**src/rtl/plce_pkg.sv**
```systemverilog
package plce_pkg;

  localparam int KNOT_SLOTS        = 8;
  localparam int DEFAULT_NUM_KNOTS = 8;
  localparam int VAL_W             = 32;
  localparam int KNOT_W            = 2 * VAL_W;
  localparam int DATA_W            = 64;
  localparam int IDX_W             = $clog2(KNOT_SLOTS);
  localparam int ADDR_LSB          = $clog2(DATA_W / 8);
  localparam int ADDR_W            = IDX_W + ADDR_LSB;
  localparam int QUEUE_DEPTH       = 2;

  // One unit of work handed from the classifier to the arithmetic side.
  // For a clamped item y0 already holds the answer.
  typedef struct packed {
    logic             direct;
    logic             neg;
    logic [VAL_W-1:0] y0;
    logic [VAL_W-1:0] dy_mag;
    logic [VAL_W-1:0] dx;
    logic [VAL_W-1:0] w;
  } job_t;

endpackage

```
**src/rtl/plce_fifo.sv**
```systemverilog
module plce_fifo #(
  parameter int DEPTH = plce_pkg::QUEUE_DEPTH
) (
  input  logic           clk,
  input  logic           rst,
  input  logic           wr_en,
  input  plce_pkg::job_t wr_data,
  output logic           full,
  input  logic           rd_en,
  output plce_pkg::job_t rd_data,
  output logic           empty
);
  import plce_pkg::*;

  localparam int PTR_W = (DEPTH > 1) ? $clog2(DEPTH) : 1;
  localparam int CNT_W = $clog2(DEPTH + 1);

  job_t             mem [DEPTH];
  logic [PTR_W-1:0] wr_ptr;
  logic [PTR_W-1:0] rd_ptr;
  logic [CNT_W-1:0] count;
  logic             do_wr;
  logic             do_rd;

  assign full    = (count == CNT_W'(DEPTH));
  assign empty   = (count == '0);
  assign do_wr   = wr_en && !full;
  assign do_rd   = rd_en && !empty;
  assign rd_data = mem[rd_ptr];

  always_ff @(posedge clk) begin
    if (do_wr) begin
      mem[wr_ptr] <= wr_data;
    end
  end

  always_ff @(posedge clk) begin
    if (rst) begin
      wr_ptr <= '0;
      rd_ptr <= '0;
      count  <= '0;
    end else begin
      if (do_wr) begin
        wr_ptr <= (wr_ptr == PTR_W'(DEPTH - 1)) ? '0 : wr_ptr + 1'b1;
      end
      if (do_rd) begin
        rd_ptr <= (rd_ptr == PTR_W'(DEPTH - 1)) ? '0 : rd_ptr + 1'b1;
      end
      if (do_wr && !do_rd) begin
        count <= count + 1'b1;
      end else if (do_rd && !do_wr) begin
        count <= count - 1'b1;
      end
    end
  end

endmodule

```
**config.mk**
```make
export PLATFORM = sky130hd
export DESIGN_NAME = plce_fifo
export DESIGN_NICKNAME = d
export VERILOG_FILES = /design/src/rtl/plce_pkg.sv /design/src/rtl/plce_fifo.sv
export SDC_FILE = /design/constraint.sdc
export NUM_CORES = 1
export LEC_CHECK = 0
export ABC_AREA = 1
export BUFFER_PORTS_ARGS = -buffer_cell sky130_fd_sc_hd__buf_2
export CAP_MARGIN = 40
export CELL_PAD_IN_SITES_DETAIL_PLACEMENT = 1
export CELL_PAD_IN_SITES_GLOBAL_PLACEMENT = 1
export CORE_UTILIZATION = 44
export DETAILED_ROUTE_END_ITERATION = 16
export GPL_ROUTABILITY_DRIVEN = 1
export PLACE_DENSITY = 0.76
export SKIP_CTS_REPAIR_TIMING = 1
export SLEW_MARGIN = 30
export SYNTH_ARGS = -nofsm -noshare
export SYNTH_HDL_FRONTEND = slang
export SYNTH_SLANG_ARGS = --single-unit
```
**constraint.sdc**
```tcl
create_clock -name clk -period 10.8 [get_ports clk]
set_clock_uncertainty 0.15 [all_clocks]
set_input_delay 1.62 -clock clk [delete_from_list [all_inputs] [get_ports clk]]
set_output_delay 1.62 -clock clk [all_outputs]
set_load 0.02 [all_outputs]
```
==> results.toml <==
[cts]
clkTransAtPathRegs_ns = 0.06
cts_root_buf = "clkbuf_16"
clockBufferDepth = 3
cts_tree = "built"
clock_sinks = 265
htree_levels = 1
clock_latency_ns = 0.52
numCtsBuffers = 27

[critical_path]
worstPathArrival_ns = 2.55
r2r-start = "count[0]"
startpoint_type = "flip-flop"
cp_cell_sequence = "buf_12 > buf_4 > buf_16 > mux2_2 > buf_2"
r2r_setup_slack_ns = 8.73
path_depth = 5
worst-path-buf-inv = 4
cpLargestDelayFamily = "buffers and inverters"
cp_slowest_stage_delay_ns = 0.51
endpoint_kind = "primary output"
rr_endpoint = "mem[1][27]"
cp.required_ns = 9.03
path_class = "reg2out"
r2r.worst_path.cells = 5
critPathMaxFanout = 53
cp-endpoint = "rd_data[105]"
slowest_stage = "dfxtp_4"

[placement]
gp_congestion = 0.718
pre_cts_ws_ns = 6.81
port_buffers = 265
placed_cell_area_sq_um = 11300
dp_hpwl_microns = 13300

[global_routing]
grt_pass1_vias = 5515
antenna_found_initial = 4
grt_first_pass_wirelength_microns = 29400
grt_overflow_total = 0
grt_start_max_net_pins = 67
grt_use_total = 0.172

[synthesis]
syn_inst = 441
synth-seq-cells = 265
synth_top_area_share = 0.809
syn-cell-area_sq_um = 9650
synth_largest_area_cell = "edfxtp_1"
ys_types = 15
synthesis.nets = 576
ys_warn_count = 0
ys_seq_area_frac = 0.820
avgSynthCellArea_sq_um = 21.9
synth_area_leaders = "edfxtp_1 81%, mux2_2 15%, buf_6 1.2%, dfxtp_1 1.0%, inv_1 0.35%"

[die]
start_util = 0.453
coreArea_sq_um = 21300
dieArea_sq_um = 22500
die_h_microns = 150
fp.dieW_microns = 150
row_count = 53
io_pins = 266

[routing]
drt-total-wl_microns = 20200
vias_per_cell = 4.88
drt-pass1-iter-count = 4
drtIter0Drc = 159
drc = 0
wire_per_inst_microns = 19.5
ant_nets = 0
via_count = 5046

[timing]
finalHoldViolations = 0
finalSetupViolations = 0
max-slew-margin-rel = 0.688
tightest_slew_ns = 0.467
rsz0062_at_grt = "false"
finalSetupTns_ns = 0
finalMaxSlewViolations = 0
fin_ws_ns = 6.48
period_needed_ns = 4.32
hold_ws_ns = 0.427
fmax_ghz = 0.231
timing.final.crit_share = 0.400

[pwr]
power_density_nw_per_um2 = 244
vdd_drop_max_mv = 0.141
power_mw = 2.99
power_leakage_nw = 4.58

[layout]
syn2layout_area_growth_pct = 27.2
fillers = 1994
nNetsFinal = 868
drive_above_1_share = 0.593
fin_area_sq_um = 12300

[run_status]
outcome = "finished, final reports clean"

[job]
drv_cap = 0

[hold_path]
hp-class = "reg2reg"
[worst min-delay path by stage]
| stage | start | end | slack [ns] | cells after the start |
|---|---|---|---|---|
| global route | count[0] | count[0] | 0.45 | 2 |
| global placement | wr_ptr | wr_ptr | 0.38 | 2 |
| finish | wr_ptr | wr_ptr | 0.43 | 2 |
| floorplan | wr_ptr | wr_ptr | 0.33 | 2 |
| detailed placement | count[0] | count[0] | 0.41 | 2 |
| CTS | count[0] | count[0] | 0.43 | 2 |
[tightest hold or removal path: cells and delay by family (launching register included)]
family / cells / cell delay (ns)
simple gates: 2 / 0.18
flops: 1 / 0.35
[area by class of cell]
cell class	count	area [sq um]	share of cell area
Multi-Input combinational cell	153	1590	0.129
Tap cell	275	344	0.0280
Inverter	9	33.8	0.00275
Timing Repair Buffer	277	1510	0.123
Clock buffer	37	713	0.0581
Antenna cell	7	17.5	0.00143
Sequential cell	265	7910	0.645
Clock inverter	10	154	0.0125
[cell usage after synthesis]
cell / instances
inv_1: 9
nor2_1: 9
o21ai_0: 5
a21oi_1: 1
mux2_2: 130
buf_2: 3
nand4_1: 1
nand3_1: 1
buf_6: 10
dfxtp_1: 5
nand2_1: 4
edfxtp_1: 260
and2_1: 1
buf_4: 1
ha_1: 1
[sequential cells by signal, indices dropped and copies added, names as in the netlist, named ones only]
name    count
mem       260
count       2
wr_ptr      1
rd_ptr      1
[where the power goes]
part | internal, mW | switching (mW) | total, mW | leakage (nW)
sequential | 1.30 | 0.0430 | 1.34 | 2.47
combinational | 0.290 | 0.452 | 0.742 | 1.70
clock | 0.555 | 0.355 | 0.910 | 0.416
[stage by stage]
stage	utilization	cells
final	0.577	1033
after global routing	0.576	1028
after CTS	0.570	1020
after detailed placement	0.529	973
after global placement	0.528	972
after floorplan	-	441
[per-layer routing]
metal | wire [microns] | part of all wire | vias to the layer above | track usage
met4 | 677 | 0.034 | 0 | 0.0702
met2 | 10600 | 0.53 | 179 | 0.307
met3 | 1350 | 0.067 | 41 | 0.0421
li1 | - | - | 2325 | -
met5 | 0 | 0 | - | 0
met1 | 7550 | 0.37 | 2501 | 0.198
[cell usage in the layout (no fill, tap or decap), drive strengths merged]
master / netlist / final
clkinvlp: 0 / 1
nand2: 4 / 4
dfxtp: 5 / 5
clkbuf: 0 / 37
nand3: 1 / 1
inv: 9 / 9
diode: 0 / 7
mux2: 130 / 130
a21oi: 1 / 1
nor2: 9 / 9
buf: 14 / 277
bufinv: 0 / 4
edfxtp: 260 / 260
o21ai: 5 / 5
clkinv: 0 / 5
ha: 1 / 1
nand4: 1 / 1
and2: 1 / 1
[cells by family after synthesis]
kind of cell / share of synthesized area
AO/OA/AOI/OAI: 0.00311
adder cells (fa/ha/maj): 0.00130
buffers and inverters: 0.0175
flip-flops: 0.820
multiplexers: 0.152
AND/OR/NAND/NOR: 0.00687
No activity file was read; power rests on OpenSTA's default activity.
