--- config.mk ---
export PLATFORM = sky130hd
export DESIGN_NAME = plce_back
export DESIGN_NICKNAME = d
export VERILOG_FILES = /design/src/rtl/plce_pkg.sv /design/src/rtl/plce_back.sv
export SDC_FILE = /design/constraint.sdc
export NUM_CORES = 2
export LEC_CHECK = 0
export BUFFER_PORTS_ARGS = -buffer_cell sky130_fd_sc_hd__buf_2
export CAP_MARGIN = 30
export CORE_UTILIZATION = 34
export CTS_BUF_LIST = sky130_fd_sc_hd__clkbuf_4 sky130_fd_sc_hd__clkbuf_8
export CTS_CLUSTER_DIAMETER = 120
export DETAILED_ROUTE_END_ITERATION = 7
export SLEW_MARGIN = 5
export SYNTH_ARGS = -nofsm -noshare
export SYNTH_HDL_FRONTEND = slang
export SYNTH_SLANG_ARGS = --single-unit
--- constraint.sdc ---
create_clock -name clk -period 6.69 [get_ports clk]
set_input_delay 0.669 -clock clk [delete_from_list [all_inputs] [get_ports clk]]
set_output_delay 0.669 -clock clk [all_outputs]
set_load 0.02 [all_outputs]
--- src/rtl/plce_pkg.sv ---
package plce_pkg;

  localparam int KNOT_SLOTS        = 8;
  localparam int DEFAULT_NUM_KNOTS = 8;
  localparam int VAL_W             = 32;
  localparam int KNOT_W            = 2 * VAL_W;
  localparam int DATA_W            = 64;
  localparam int IDX_W             = $clog2(KNOT_SLOTS);
  localparam int ADDR_LSB          = $clog2(DATA_W / 8);
  localparam int ADDR_W            = IDX_W + ADDR_LSB;
  localparam int QUEUE_DEPTH       = 2;

  // One unit of work handed from the classifier to the arithmetic side.
  // For a clamped item y0 already holds the answer.
  typedef struct packed {
    logic             direct;
    logic             neg;
    logic [VAL_W-1:0] y0;
    logic [VAL_W-1:0] dy_mag;
    logic [VAL_W-1:0] dx;
    logic [VAL_W-1:0] w;
  } job_t;

endpackage

--- src/rtl/plce_back.sv ---
module plce_back (
  input  logic                       clk,
  input  logic                       rst,
  input  plce_pkg::job_t             job,
  input  logic                       job_empty,
  output logic                       job_pop,
  input  logic                       pop,
  output logic                       empty,
  output logic [plce_pkg::VAL_W-1:0] y_value
);
  import plce_pkg::*;

  localparam int CNT_W = $clog2(VAL_W);

  typedef enum logic [1:0] {
    B_IDLE,
    B_MUL,
    B_DIV,
    B_FIN
  } bstate_t;

  bstate_t            state;
  job_t               cur;
  logic [VAL_W-1:0]   rem;
  logic [VAL_W-1:0]   qsh;
  logic [CNT_W-1:0]   count;
  logic               out_valid;

  logic [2*VAL_W-1:0] product;
  logic [VAL_W+1:0]   trial;
  logic               ge;
  logic [VAL_W-1:0]   sum;
  logic               slot_free;

  assign product = (2*VAL_W)'(cur.dy_mag) * (2*VAL_W)'(cur.dx);

  // Restoring step: bring in the next dividend bit, subtract if it fits
  assign trial = {1'b0, rem, qsh[VAL_W-1]} - {2'b00, cur.w};
  assign ge    = !trial[VAL_W+1];

  assign sum = cur.direct ? cur.y0 :
               cur.neg    ? cur.y0 - qsh : cur.y0 + qsh;

  assign slot_free = !out_valid || pop;
  assign job_pop   = (state == B_IDLE) && !job_empty;
  assign empty     = !out_valid;

  always_ff @(posedge clk) begin
    if (rst) begin
      state     <= B_IDLE;
      out_valid <= 1'b0;
      count     <= '0;
    end else begin
      if (state == B_FIN && slot_free) begin
        out_valid <= 1'b1;
      end else if (pop && out_valid) begin
        out_valid <= 1'b0;
      end
      case (state)
        B_IDLE: begin
          if (!job_empty) begin
            cur   <= job;
            state <= job.direct ? B_FIN : B_MUL;
          end
        end
        B_MUL: begin
          // Upper half is below the divisor, so the quotient fits in 32 bits
          rem   <= product[2*VAL_W-1:VAL_W];
          qsh   <= product[VAL_W-1:0];
          count <= '0;
          state <= B_DIV;
        end
        B_DIV: begin
          rem   <= ge ? trial[VAL_W-1:0] : {rem[VAL_W-2:0], qsh[VAL_W-1]};
          qsh   <= {qsh[VAL_W-2:0], ge};
          count <= count + 1'b1;
          if (count == CNT_W'(VAL_W - 1)) begin
            state <= B_FIN;
          end
        end
        B_FIN: begin
          if (slot_free) begin
            y_value <= sum;
            state   <= B_IDLE;
          end
        end
        default: state <= B_IDLE;
      endcase
    end
  end

endmodule

==> reports/qor.tcl <==
set qor(run_status) {complete, but fails checks}
set qor(failed_checks) {setup timing}
set qor(port-buffer-count) 167
set qor(final_weighted_congestion_of_routability_driven_global_placement) 0.8728
set qor(grt.total_usage_pct) 18.60
set qor(endpoint_kind) {flip-flop}
set qor(max_slew.worst_pin.slew_ps) 989.5
set qor(via_count_of_the_routed_design) 33671
set qor(timing.hold.ws_ps) 107.3
set qor(r2r.worst_path.cells) 26
set qor(antenna_violating_nets_post_route) 0
set qor(ctsHtreeMaxLevel) 2
set qor(critical_path.slowest_cell) {sky130_fd_sc_hd__fa_1}
set qor(drt_iter0_markers) 1668
set qor(stdcell_area_um2) 54650
set qor(grt_first_pass_wirelength_um) 198300
set qor(critical-path-top-delay-family) {adder cells}
set qor(worst_r2r_endpoint) {rem[7]$_DFFE_PP_}
set qor(dpl_cell_area_um2) 51940
set qor(part_of_the_yosys_area_used_for_sequential_elements_pct) 15.23
set qor(finalWorstSetupSlack_ps) -806.3
set qor(placement_setup_slack_ps) -924.7
set qor(antenna_found_initial) 3
set qor(ff2ff_setup_slack_ps) -810
set qor(layout.cells.most_common) {sky130_fd_sc_hd__inv_1}
set qor(drt-pass1-iter-count) 5
set qor(cp-startpoint) {cur[75]$_DFFE_PP_}
set qor(ys_warn_count) 0
set qor(finalHoldViolations) 0
set qor(synthDominantCellAreaShare_pct) 39.40
set qor(vias_in_the_first_global_route) 36207
set qor(critPathMostFrequentCell) {sky130_fd_sc_hd__fa_1}
set qor(ys.flop_type) {sky130_fd_sc_hd__edfxtp_1}
set qor(cts.clk_slew.worst_paths_ps) 70
set qor(critPathMaxFanout) 5
set qor(die-area_um2) 135700
set qor(start_util_pct) 34.23
set qor(area_growth_syn_to_layout_pct) 19.79
set qor(tritoncts_clock_tree) {yes}
set qor(critPathMaxStageDelay_ps) 540
set qor(synth_top_cell_by_area) {sky130_fd_sc_hd__fa_1}
set qor(setup_repair_after_global_routing_missed_its_margin) {yes}
set qor(path_class) {flip-flop to flip-flop}
set qor(die-width_um) 368.3
set qor(via_density_per_instance) 4.812
set qor(finalWirelength_um) 123500
set qor(finish.net_count) 6553
set qor(peak_freq_mhz) 133.4
set qor(wp_data_required_ps) 7080
set qor(post-route-drc-count) 0
set qor(largest_net_degree_at_the_start_of_global_routing) 131
set qor(synth_cell_type_count) 88
set qor(dp_hpwl_um) 102900
set qor(timing.critical_path.from_type) {flip-flop}
set qor(timing.final.max_slew_violations) 0
set qor(min_path_type) {input port to flip-flop}
set qor(synth.cell_area_um2) 45620
set qor(netlist_instances) 4737
set qor(drv.max_cap_violation_count) 0
set qor(gr-total-overflow) 0
set qor(cts-root-buf) {sky130_fd_sc_hd__clkbuf_8}
set qor(timing.final.crit_share_pct) 112.1
set qor(worst_clock_skew_ps) 74.30
set qor(timing.final.setup_violations) 49
set qor(finalWorstPathRequiredPeriod_ps) 7496
set qor(critPathCapture) {rem[7]$_DFFE_PP_}
set qor(netlist_top_cells_area) {sky130_fd_sc_hd__fa_1 (39%), sky130_fd_sc_hd__edfxtp_1 (15%), sky130_fd_sc_hd__ha_1 (9.1%)}
set qor(placement_rows) 134
set qor(io_pins) 168
set qor(post_synth_edffs) 226
set qor(cts_buffers) 50
set qor(core-area_um2) 133300
set qor(cts_sinks) 234
set qor(max-slew-margin-rel_pct) 34.03
set qor(cts.path.max_buffers) 3
set qor(critical_path_arrival_ps) 7890
set qor(avgSynthCellArea_um2) 9.631
set qor(chipHeight_um) 368.3
set qor(clock_insertion_delay_at_the_later_pin_of_the_skew_report_ps) 730
set qor(ys_ff_latch) 234
set qor(routedWlPerCell_um) 17.65
set qor(final_layout_size_suffix_gt1_share_pct) 18.71
set qor(cp_num_cells) 26
set qor(mostFrequentLayoutCells) {sky130_fd_sc_hd__inv_1 (903), sky130_fd_sc_hd__fa_1 (865), sky130_fd_sc_hd__and2_1 (581), sky130_fd_sc_hd__nand2_1 (581), sky130_fd_sc_hd__buf_4 (373)}
set qor(synth_nets) 6101
set qor(async_flop_share_pct) 0
set qor(critical_path_buf_inv_count) 6
set qor(regToRegStartpoint) {cur[75]$_DFFE_PP_}
[synth_stat cells (19+ instances only)]
| cell type | number |
|---|---|
| sky130_fd_sc_hd__o21ai_1 | 26 |
| sky130_fd_sc_hd__o21ai_0 | 114 |
| sky130_fd_sc_hd__o211ai_1 | 19 |
| sky130_fd_sc_hd__clkbuf_1 | 225 |
| sky130_fd_sc_hd__xnor2_1 | 89 |
| sky130_fd_sc_hd__nor3_1 | 24 |
| sky130_fd_sc_hd__nand2_1 | 590 |
| sky130_fd_sc_hd__nor2_1 | 84 |
| sky130_fd_sc_hd__xor2_1 | 52 |
| sky130_fd_sc_hd__o21a_1 | 21 |
| sky130_fd_sc_hd__inv_1 | 917 |
| sky130_fd_sc_hd__o21bai_1 | 25 |
| sky130_fd_sc_hd__a21oi_1 | 139 |
| sky130_fd_sc_hd__fa_1 | 898 |
| sky130_fd_sc_hd__ha_1 | 332 |
| sky130_fd_sc_hd__and2_1 | 599 |
| sky130_fd_sc_hd__a21o_1 | 60 |
| sky130_fd_sc_hd__nand3_1 | 26 |
| sky130_fd_sc_hd__edfxtp_1 | 226 |
| sky130_fd_sc_hd__nand4_1 | 24 |
[cell families after synthesis]
family                   count (synthesis)  share of synthesized area (%)
AO/OA/AOI/OAI                          521                          7.528
flip-flops                             234                          15.23
multiplexers                            18                         0.4196
XOR/XNOR                               141                          2.707
AND/OR/NAND/NOR                       1430                          15.93
adder cells (fa/ha/maj)               1230                          48.51
buffers and inverters                 1163                          9.681
[through the flow]
stage          std cells  setup TNS, ps  utilization [%]
2_1_floorplan       4737          -3959                -
4_1_cts             6983         -25160            40.64
6_report            6997         -25570            41.00
5_1_grt             6997         -34990            41.00
3_3_place_gp        6858         -24130            38.97
3_5_place_dp        6858         -27400            38.97
[state kept, by name, indices dropped and copies added (netlist names)]
| name | cells |
|---|---|
| cur | 130 |
| qsh | 32 |
| rem | 32 |
| y_value | 32 |
| count | 5 |
| state | 2 |
| out_valid | 1 |
[layer usage]
| layer | routed length (um) | GRT usage (%) | up-vias |
|---|---|---|---|
| met5 | 0 | 0 | - |
| met3 | 4590 | 1.692 | 171 |
| met4 | 3765 | 5.618 | 0 |
| met1 | 50900 | 23.41 | 17298 |
| li1 | - | - | 15489 |
| met2 | 64260 | 33.52 | 713 |
[cell type report]
class	instances	area (um^2)
well taps	1768	2212
flip-flops and latches	234	6947
inverters	917	3442
repair buffers	646	5548
diodes	1	2.502
multi-input cells	3340	35480
clock inverters	32	267.8
fillers	13127	78640
clock buffers	59	755.7
[what timing repair did]
item | CTS | global route
buffers inserted | 33 | 15
gates resized for setup | 181 | 75
setup endpoints to repair | 48 | 50
cloned | 4 | 1
hold buffers | 0 | 0
pin swaps | 100 | 57
[how the worst min path moves through the flow]
| stage | from | endpoint | slack (ps) | cells past startpoint |
|---|---|---|---|---|
| final | job[74] | cur[74]$_DFFE_PP_ | 110 | 1 |
| after global routing | job[66] | cur[66]$_DFFE_PP_ | 60 | 1 |
| after CTS | job[67] | cur[67]$_DFFE_PP_ | 10 | 1 |
| after detailed placement | count[4]$_SDFFE_PP0N_ | count[4]$_SDFFE_PP0N_ | 480 | 2 |
| after global placement | count[4]$_SDFFE_PP0N_ | count[4]$_SDFFE_PP0N_ | 460 | 2 |
| after floorplan | count[4]$_SDFFE_PP0N_ | count[4]$_SDFFE_PP0N_ | 450 | 2 |
Power is left out: the tool's default activity adds up to more than one toggle a clock period on the data nets, which glitch-free logic cannot reach.
