[config.mk]
export PLATFORM = sky130hd
export DESIGN_NAME = plce_front
export DESIGN_NICKNAME = d
export VERILOG_FILES = /design/src/rtl/plce_pkg.sv /design/src/rtl/plce_front.sv
export SDC_FILE = /design/constraint.sdc
export NUM_CORES = 1
export LEC_CHECK = 0
export BUFFER_PORTS_ARGS = -buffer_cell sky130_fd_sc_hd__buf_2
export CORE_MARGIN = 10
export CORE_UTILIZATION = 35
export CTS_BUF_LIST = sky130_fd_sc_hd__clkbuf_2
export DETAILED_ROUTE_END_ITERATION = 12
export PLACE_DENSITY = 0.69
export SYNTH_ARGS = -nofsm -noshare
export SYNTH_HDL_FRONTEND = slang
export SYNTH_SLANG_ARGS = --single-unit
export TNS_END_PERCENT = 10
[constraint.sdc]
create_clock -name clk -period 7.6 [get_ports clk]
set_input_delay 0.76 -clock clk [delete_from_list [all_inputs] [get_ports clk]]
set_output_delay 0.76 -clock clk [all_outputs]
set_load 0.01 [all_outputs]
[src/rtl/plce_pkg.sv]
package plce_pkg;

  localparam int KNOT_SLOTS        = 8;
  localparam int DEFAULT_NUM_KNOTS = 8;
  localparam int VAL_W             = 32;
  localparam int KNOT_W            = 2 * VAL_W;
  localparam int DATA_W            = 64;
  localparam int IDX_W             = $clog2(KNOT_SLOTS);
  localparam int ADDR_LSB          = $clog2(DATA_W / 8);
  localparam int ADDR_W            = IDX_W + ADDR_LSB;
  localparam int QUEUE_DEPTH       = 2;

  // One unit of work handed from the classifier to the arithmetic side.
  // For a clamped item y0 already holds the answer.
  typedef struct packed {
    logic             direct;
    logic             neg;
    logic [VAL_W-1:0] y0;
    logic [VAL_W-1:0] dy_mag;
    logic [VAL_W-1:0] dx;
    logic [VAL_W-1:0] w;
  } job_t;

endpackage

[src/rtl/plce_front.sv]
module plce_front #(
  parameter int NUM_KNOTS = plce_pkg::DEFAULT_NUM_KNOTS
) (
  input  logic                                       clk,
  input  logic                                       rst,
  input  logic [NUM_KNOTS-1:0][plce_pkg::KNOT_W-1:0] knots,
  input  logic                                       push,
  output logic                                       full,
  input  logic signed [plce_pkg::VAL_W-1:0]          x_value,
  output logic                                       job_push,
  output plce_pkg::job_t                             job,
  input  logic                                       job_full
);
  import plce_pkg::*;

  localparam int SEG_W = $clog2(NUM_KNOTS);
  localparam int LAST  = NUM_KNOTS - 1;

  typedef enum logic [1:0] {
    F_IDLE,
    F_CLASS,
    F_PREP
  } fstate_t;

  fstate_t            state;
  logic signed [VAL_W-1:0] x_reg;
  logic               direct;
  logic [SEG_W-1:0]   seg;

  logic signed [VAL_W-1:0] kx [NUM_KNOTS];
  logic signed [VAL_W-1:0] ky [NUM_KNOTS];
  logic [NUM_KNOTS-1:0]    lt;
  logic                    found;
  logic [SEG_W-1:0]        first_seg;
  logic [SEG_W-1:0]        seg_lo;
  logic signed [VAL_W:0]   dy;
  logic [VAL_W:0]          dy_abs;
  logic [VAL_W:0]          dx_full;
  logic [VAL_W:0]          w_full;

  always_comb begin
    for (int i = 0; i < NUM_KNOTS; i++) begin
      kx[i] = $signed(knots[i][KNOT_W-1:VAL_W]);
      ky[i] = $signed(knots[i][VAL_W-1:0]);
      lt[i] = x_reg < kx[i];
    end
  end

  // First knot above x, searching upward from knot 1
  always_comb begin
    found     = 1'b0;
    first_seg = '0;
    for (int i = 1; i < NUM_KNOTS; i++) begin
      if (!found && lt[i]) begin
        found     = 1'b1;
        first_seg = SEG_W'(i);
      end
    end
  end

  assign seg_lo  = seg - 1'b1;
  assign dy      = {ky[seg][VAL_W-1], ky[seg]} - {ky[seg_lo][VAL_W-1], ky[seg_lo]};
  assign dy_abs  = dy[VAL_W] ? (~dy + 1'b1) : dy;
  // Both are non-negative: the lower knot lies at or below x, the upper above it
  assign dx_full = {x_reg[VAL_W-1], x_reg} - {kx[seg_lo][VAL_W-1], kx[seg_lo]};
  assign w_full  = {kx[seg][VAL_W-1], kx[seg]} - {kx[seg_lo][VAL_W-1], kx[seg_lo]};

  always_comb begin
    job        = '0;
    job.direct = direct;
    if (direct) begin
      job.y0 = ky[seg];
    end else begin
      job.y0     = ky[seg_lo];
      job.neg    = dy[VAL_W];
      job.dy_mag = dy_abs[VAL_W-1:0];
      job.dx     = dx_full[VAL_W-1:0];
      job.w      = w_full[VAL_W-1:0];
    end
  end

  assign full     = (state != F_IDLE);
  assign job_push = (state == F_PREP) && !job_full;

  always_ff @(posedge clk) begin
    if (rst) begin
      state  <= F_IDLE;
      direct <= 1'b0;
      seg    <= '0;
    end else begin
      case (state)
        F_IDLE: begin
          if (push) begin
            x_reg <= x_value;
            state <= F_CLASS;
          end
        end
        F_CLASS: begin
          if (lt[0]) begin
            direct <= 1'b1;
            seg    <= '0;
          end else if (!lt[LAST]) begin
            direct <= 1'b1;
            seg    <= SEG_W'(LAST);
          end else if (found) begin
            direct <= 1'b0;
            seg    <= first_seg;
          end else begin
            direct <= 1'b1;
            seg    <= '0;
          end
          state <= F_PREP;
        end
        F_PREP: begin
          if (!job_full) begin
            state <= F_IDLE;
          end
        end
        default: state <= F_IDLE;
      endcase
    end
  end

endmodule

==> flow_metrics.env <==
export IMPL_status="finished, final reports clean"
export IMPL_cp_depth=18
export IMPL_timing_fmax_mhz=141
export IMPL_design_die_area_um2=70600
export IMPL_combinational_family_with_the_most_area_after_synthesis="multiplexers"
export IMPL_synth_nets=3256
export IMPL_cts_buffers=5
export IMPL_finalSetupViolations=0
export IMPL_synth_fa_ha_area_frac=0.206
export IMPL_drt_pass1_iterations=7
export IMPL_synthFlopType="sky130_fd_sc_hd__edfxtp_1"
export IMPL_gr_total_overflow=0
export IMPL_hold_class="in2reg"
export IMPL_final_layout_size_suffix_gt1_frac=0.352
export IMPL_gr_usage_all_layers=0.264
export IMPL_synth_area_in_compound_gates=0.183
export IMPL_fin_worst_hold_slack_ns=0.318
export IMPL_max_stage_delay_ns=0.81
export IMPL_holdCritStartpoint="x_value[23]"
export IMPL_grt_setup_unrepaired="no"
export IMPL_numPortBuffers=679
export IMPL_worst_path_buf_inv=3
export IMPL_synth_distinct_cells=88
export IMPL_detailedPlacementHpwl_um=84200
export IMPL_bufs_on_longest_clock_path=2
export IMPL_leakage_nw=12.6
export IMPL_synth_mux_area_frac=0.323
export IMPL_first_iter_violations=2025
export IMPL_detail_route_wirelength_um=98300
export IMPL_totalNegativeSetupSlack_ns=0
export IMPL_clock_tree_root_cell="sky130_fd_sc_hd__clkbuf_2"
export IMPL_path_cells="inv_2 -> ha_4 -> buf_4 -> mux4_2 -> mux2i_1 -> fa_1 -> a211oi_2 -> o211ai_2 -> nand4_2 -> a211oi_1 -> o21ai_0 -> a2111oi_0 -> nand2_1 -> nor2_1 -> a31oi_1 -> xnor2_1 -> and2_1 -> buf_2"
export IMPL_cts_tree="done"
export IMPL_synth_seq_cells=38
export IMPL_finalHoldViolCount=0
export IMPL_setup_reg_to_reg_worst_slack_ns=3.53
export IMPL_critPathSlowestCell="sky130_fd_sc_hd__a2111oi_0"
export IMPL_critical_path_reg2reg_startpoint="x_reg[1]"
export IMPL_viasPerCell=6.03
export IMPL_synth_warning_count=0
export IMPL_finalCritPeriodShare=0.934
export IMPL_largest_reg_flops=32
export IMPL_crit_path_start="seg[0]"
export IMPL_floorplan_initialDensity=0.352
export IMPL_syn_instance_count=2361
export IMPL_largest_net_degree_at_the_start_of_global_routing=91
export IMPL_cts_sinks=38
export IMPL_routabilityCongestion=1.00
export IMPL_design_final_nets=3863
export IMPL_routed_wire_length_per_instance_um=26.1
export IMPL_avgSynthCellArea_um2=8.95
export IMPL_slew_headroom=0.380
export IMPL_pin_count=680
export IMPL_worst_ep_arrival_time_ns=6.34
export IMPL_critPathTopFamily="compound AO/OA/AOI/OAI gates"
export IMPL_area_growth_syn_to_layout_pct=20.8
export IMPL_fin_skew_ns=0.0720
export IMPL_clk_insertion_delay_late_ns=0.58
export IMPL_core_region_area_um2=60000
export IMPL_power_per_cell_area_nw_per_um2=193
export IMPL_min_period_ns=7.10
export IMPL_cp_data_required_time_ns=6.84
export IMPL_seq_area_frac_synth=0.0511
export IMPL_endpoint_kind="output port"
export IMPL_max_rail_drop_vdd_mv=0.0905
export IMPL_vias=22700
export IMPL_grt_first_pass_wirelength_um=144000
export IMPL_cts_reportedPaths_clkPinSlew_ns=0.34
export IMPL_cts_htree_levels=2
export IMPL_finalMaxSlewViolations=0
export IMPL_timing_critical_path_fanout_max=13
export IMPL_worstRegToRegCells=11
export IMPL_floorplan_die_height_um=266
export IMPL_floorplan_die_width_um=266
export IMPL_worst_setup_path_type="reg2out"
export IMPL_cap_violations=0
export IMPL_crit_end="job[93]"
export IMPL_syn_area_um2=21100
export IMPL_grt_antenna_before_repair=24
export IMPL_final_antenna_net_count=0
export IMPL_worst_slew_pin_slew_ns=0.907
export IMPL_startpoint_type="register"
export IMPL_drc=0
export IMPL_post_synth_and_or_nand_nor_area_fraction=0.122
export IMPL_synth_async_reset_ratio=0
export IMPL_crit_reg2reg_capture="seg[0]"
export IMPL_number_of_placement_rows=90
export IMPL_synth_xor_xnor_area_share=0.0410
export IMPL_synth_edf_count=32
export IMPL_grt_pass1_vias=22800
## power breakdown
| part | internal, W | total [W] | leakage (nW) | switching [W] |
|---|---|---|---|---|
| Combinational | 0.00183 | 0.00449 | 12.2 | 0.00266 |
| Sequential | 0.000238 | 0.000280 | 0.349 | 0.0000422 |
| Clock | 0.0000565 | 0.000163 | 0.0393 | 0.000107 |
## metal layers
| metal | track usage | part of all wire | up-vias | wire length [um] |
|---|---|---|---|---|
| met2 | 0.447 | 0.48 | 1293 | 46900 |
| li1 | - | - | 10200 | - |
| met1 | 0.318 | 0.39 | 10900 | 37900 |
| met5 | 0 | 0.00097 | - | 95 |
| met3 | 0.0540 | 0.088 | 242 | 8660 |
| met4 | 0.121 | 0.048 | 16 | 4730 |
## kinds of logic after synthesis
kind of cell               Yosys count
AOI/OAI and AO/OA                  591
adders and majority gates          347
xor gates and xnor gates            99
and+or+nand+nor                    525
DFF                                 38
buffers and inverters              404
muxes                              357
## metrics by stage
stage / cells / area (um^2) / total power, W / util / worst slack (ns)
floorplan: 2361 / 21100 / 0.00310 / - / 0.711
global placement: 3742 / 25400 / 0.00470 / 0.423 / 0.975
detailed placement: 3742 / 25400 / 0.00472 / 0.423 / 0.908
CTS: 3750 / 25500 / 0.00491 / 0.424 / 0.166
global route: 3763 / 25500 / 0.00534 / 0.425 / 0.0592
finish: 3763 / 25500 / 0.00493 / 0.425 / 0.500
## cells in the mapped netlist, types with 44 or more instances
cell | number | area [um^2]
sky130_fd_sc_hd__ha_1 | 344 | 4300
sky130_fd_sc_hd__inv_1 | 295 | 1110
sky130_fd_sc_hd__mux4_2 | 256 | 5770
sky130_fd_sc_hd__nor2_1 | 195 | 732
sky130_fd_sc_hd__a21oi_1 | 168 | 841
sky130_fd_sc_hd__a21o_1 | 126 | 946
sky130_fd_sc_hd__o21ai_0 | 120 | 601
sky130_fd_sc_hd__nand2_1 | 92 | 345
sky130_fd_sc_hd__mux2i_1 | 67 | 671
sky130_fd_sc_hd__xnor2_1 | 55 | 482
sky130_fd_sc_hd__clkbuf_1 | 54 | 203
sky130_fd_sc_hd__nand4_1 | 50 | 313
sky130_fd_sc_hd__xor2_1 | 44 | 385
## layout make-up
class	count	area (um^2)
Fill cell	6036	34500
Multi-Input combinational cell	1919	18500
Timing Repair Buffer	707	3690
Inverter	297	1110
Sequential cell	38	1100
Tap cell	782	978
Clock inverter	2	37.5
Clock buffer	6	30.0
Antenna cell	12	30.0
## worst register-to-register path, cell delays in order, from the launching register on
cell                        delay [ns]
sky130_fd_sc_hd__edfxtp_1         0.66
sky130_fd_sc_hd__ha_1             0.38
sky130_fd_sc_hd__a21o_1           0.16
sky130_fd_sc_hd__a21o_1           0.23
sky130_fd_sc_hd__a21oi_1          0.18
sky130_fd_sc_hd__o21ai_0          0.27
sky130_fd_sc_hd__a221oi_1         0.57
sky130_fd_sc_hd__o31ai_1          0.27
sky130_fd_sc_hd__a2111oi_0        0.55
sky130_fd_sc_hd__o21ai_0          0.21
sky130_fd_sc_hd__a211o_1          0.37
sky130_fd_sc_hd__a22o_1           0.24
## placed cells by master (no fill, tap or decap), types with 11 or more instances in the layout
cell / count
sky130_fd_sc_hd__nor3_1: 27
sky130_fd_sc_hd__a31oi_1: 15
sky130_fd_sc_hd__and3_1: 11
sky130_fd_sc_hd__nand4_1: 50
sky130_fd_sc_hd__and2_1: 18
sky130_fd_sc_hd__buf_4: 22
sky130_fd_sc_hd__nand2b_1: 23
sky130_fd_sc_hd__a211oi_1: 25
sky130_fd_sc_hd__inv_1: 295
sky130_fd_sc_hd__o31ai_1: 12
sky130_fd_sc_hd__nand2_1: 92
sky130_fd_sc_hd__nor2_1: 195
sky130_fd_sc_hd__a21oi_1: 168
sky130_fd_sc_hd__xnor2_1: 55
sky130_fd_sc_hd__o21a_1: 13
sky130_fd_sc_hd__or3_1: 11
sky130_fd_sc_hd__a21o_1: 126
sky130_fd_sc_hd__edfxtp_1: 32
sky130_fd_sc_hd__nor4_1: 11
sky130_fd_sc_hd__mux2i_1: 67
sky130_fd_sc_hd__nand3_1: 28
sky130_fd_sc_hd__diode_2: 12
sky130_fd_sc_hd__mux4_2: 256
sky130_fd_sc_hd__o21ai_0: 120
sky130_fd_sc_hd__xor2_1: 43
sky130_fd_sc_hd__o21bai_1: 16
sky130_fd_sc_hd__ha_1: 343
sky130_fd_sc_hd__nor2b_1: 26
sky130_fd_sc_hd__buf_2: 679
sky130_fd_sc_hd__mux2_2: 34
## worst min-delay path by stage
stage / endpoint / slack, ns / cells after the start
after floorplan: state[1] / 0.48 / 2
after global placement: state[1] / 0.51 / 2
after detailed placement: state[1] / 0.52 / 2
after CTS: x_reg[23] / 0.28 / 1
after global routing: x_reg[23] / 0.30 / 1
final: x_reg[23] / 0.32 / 1
## what timing repair did
action,in CTS,in global routing
setup buffers,0,1
endpoints found under the setup margin,0,17
hold buffers,0,0
gates resized for setup,0,2
No activity file was read; power rests on OpenSTA's default activity.
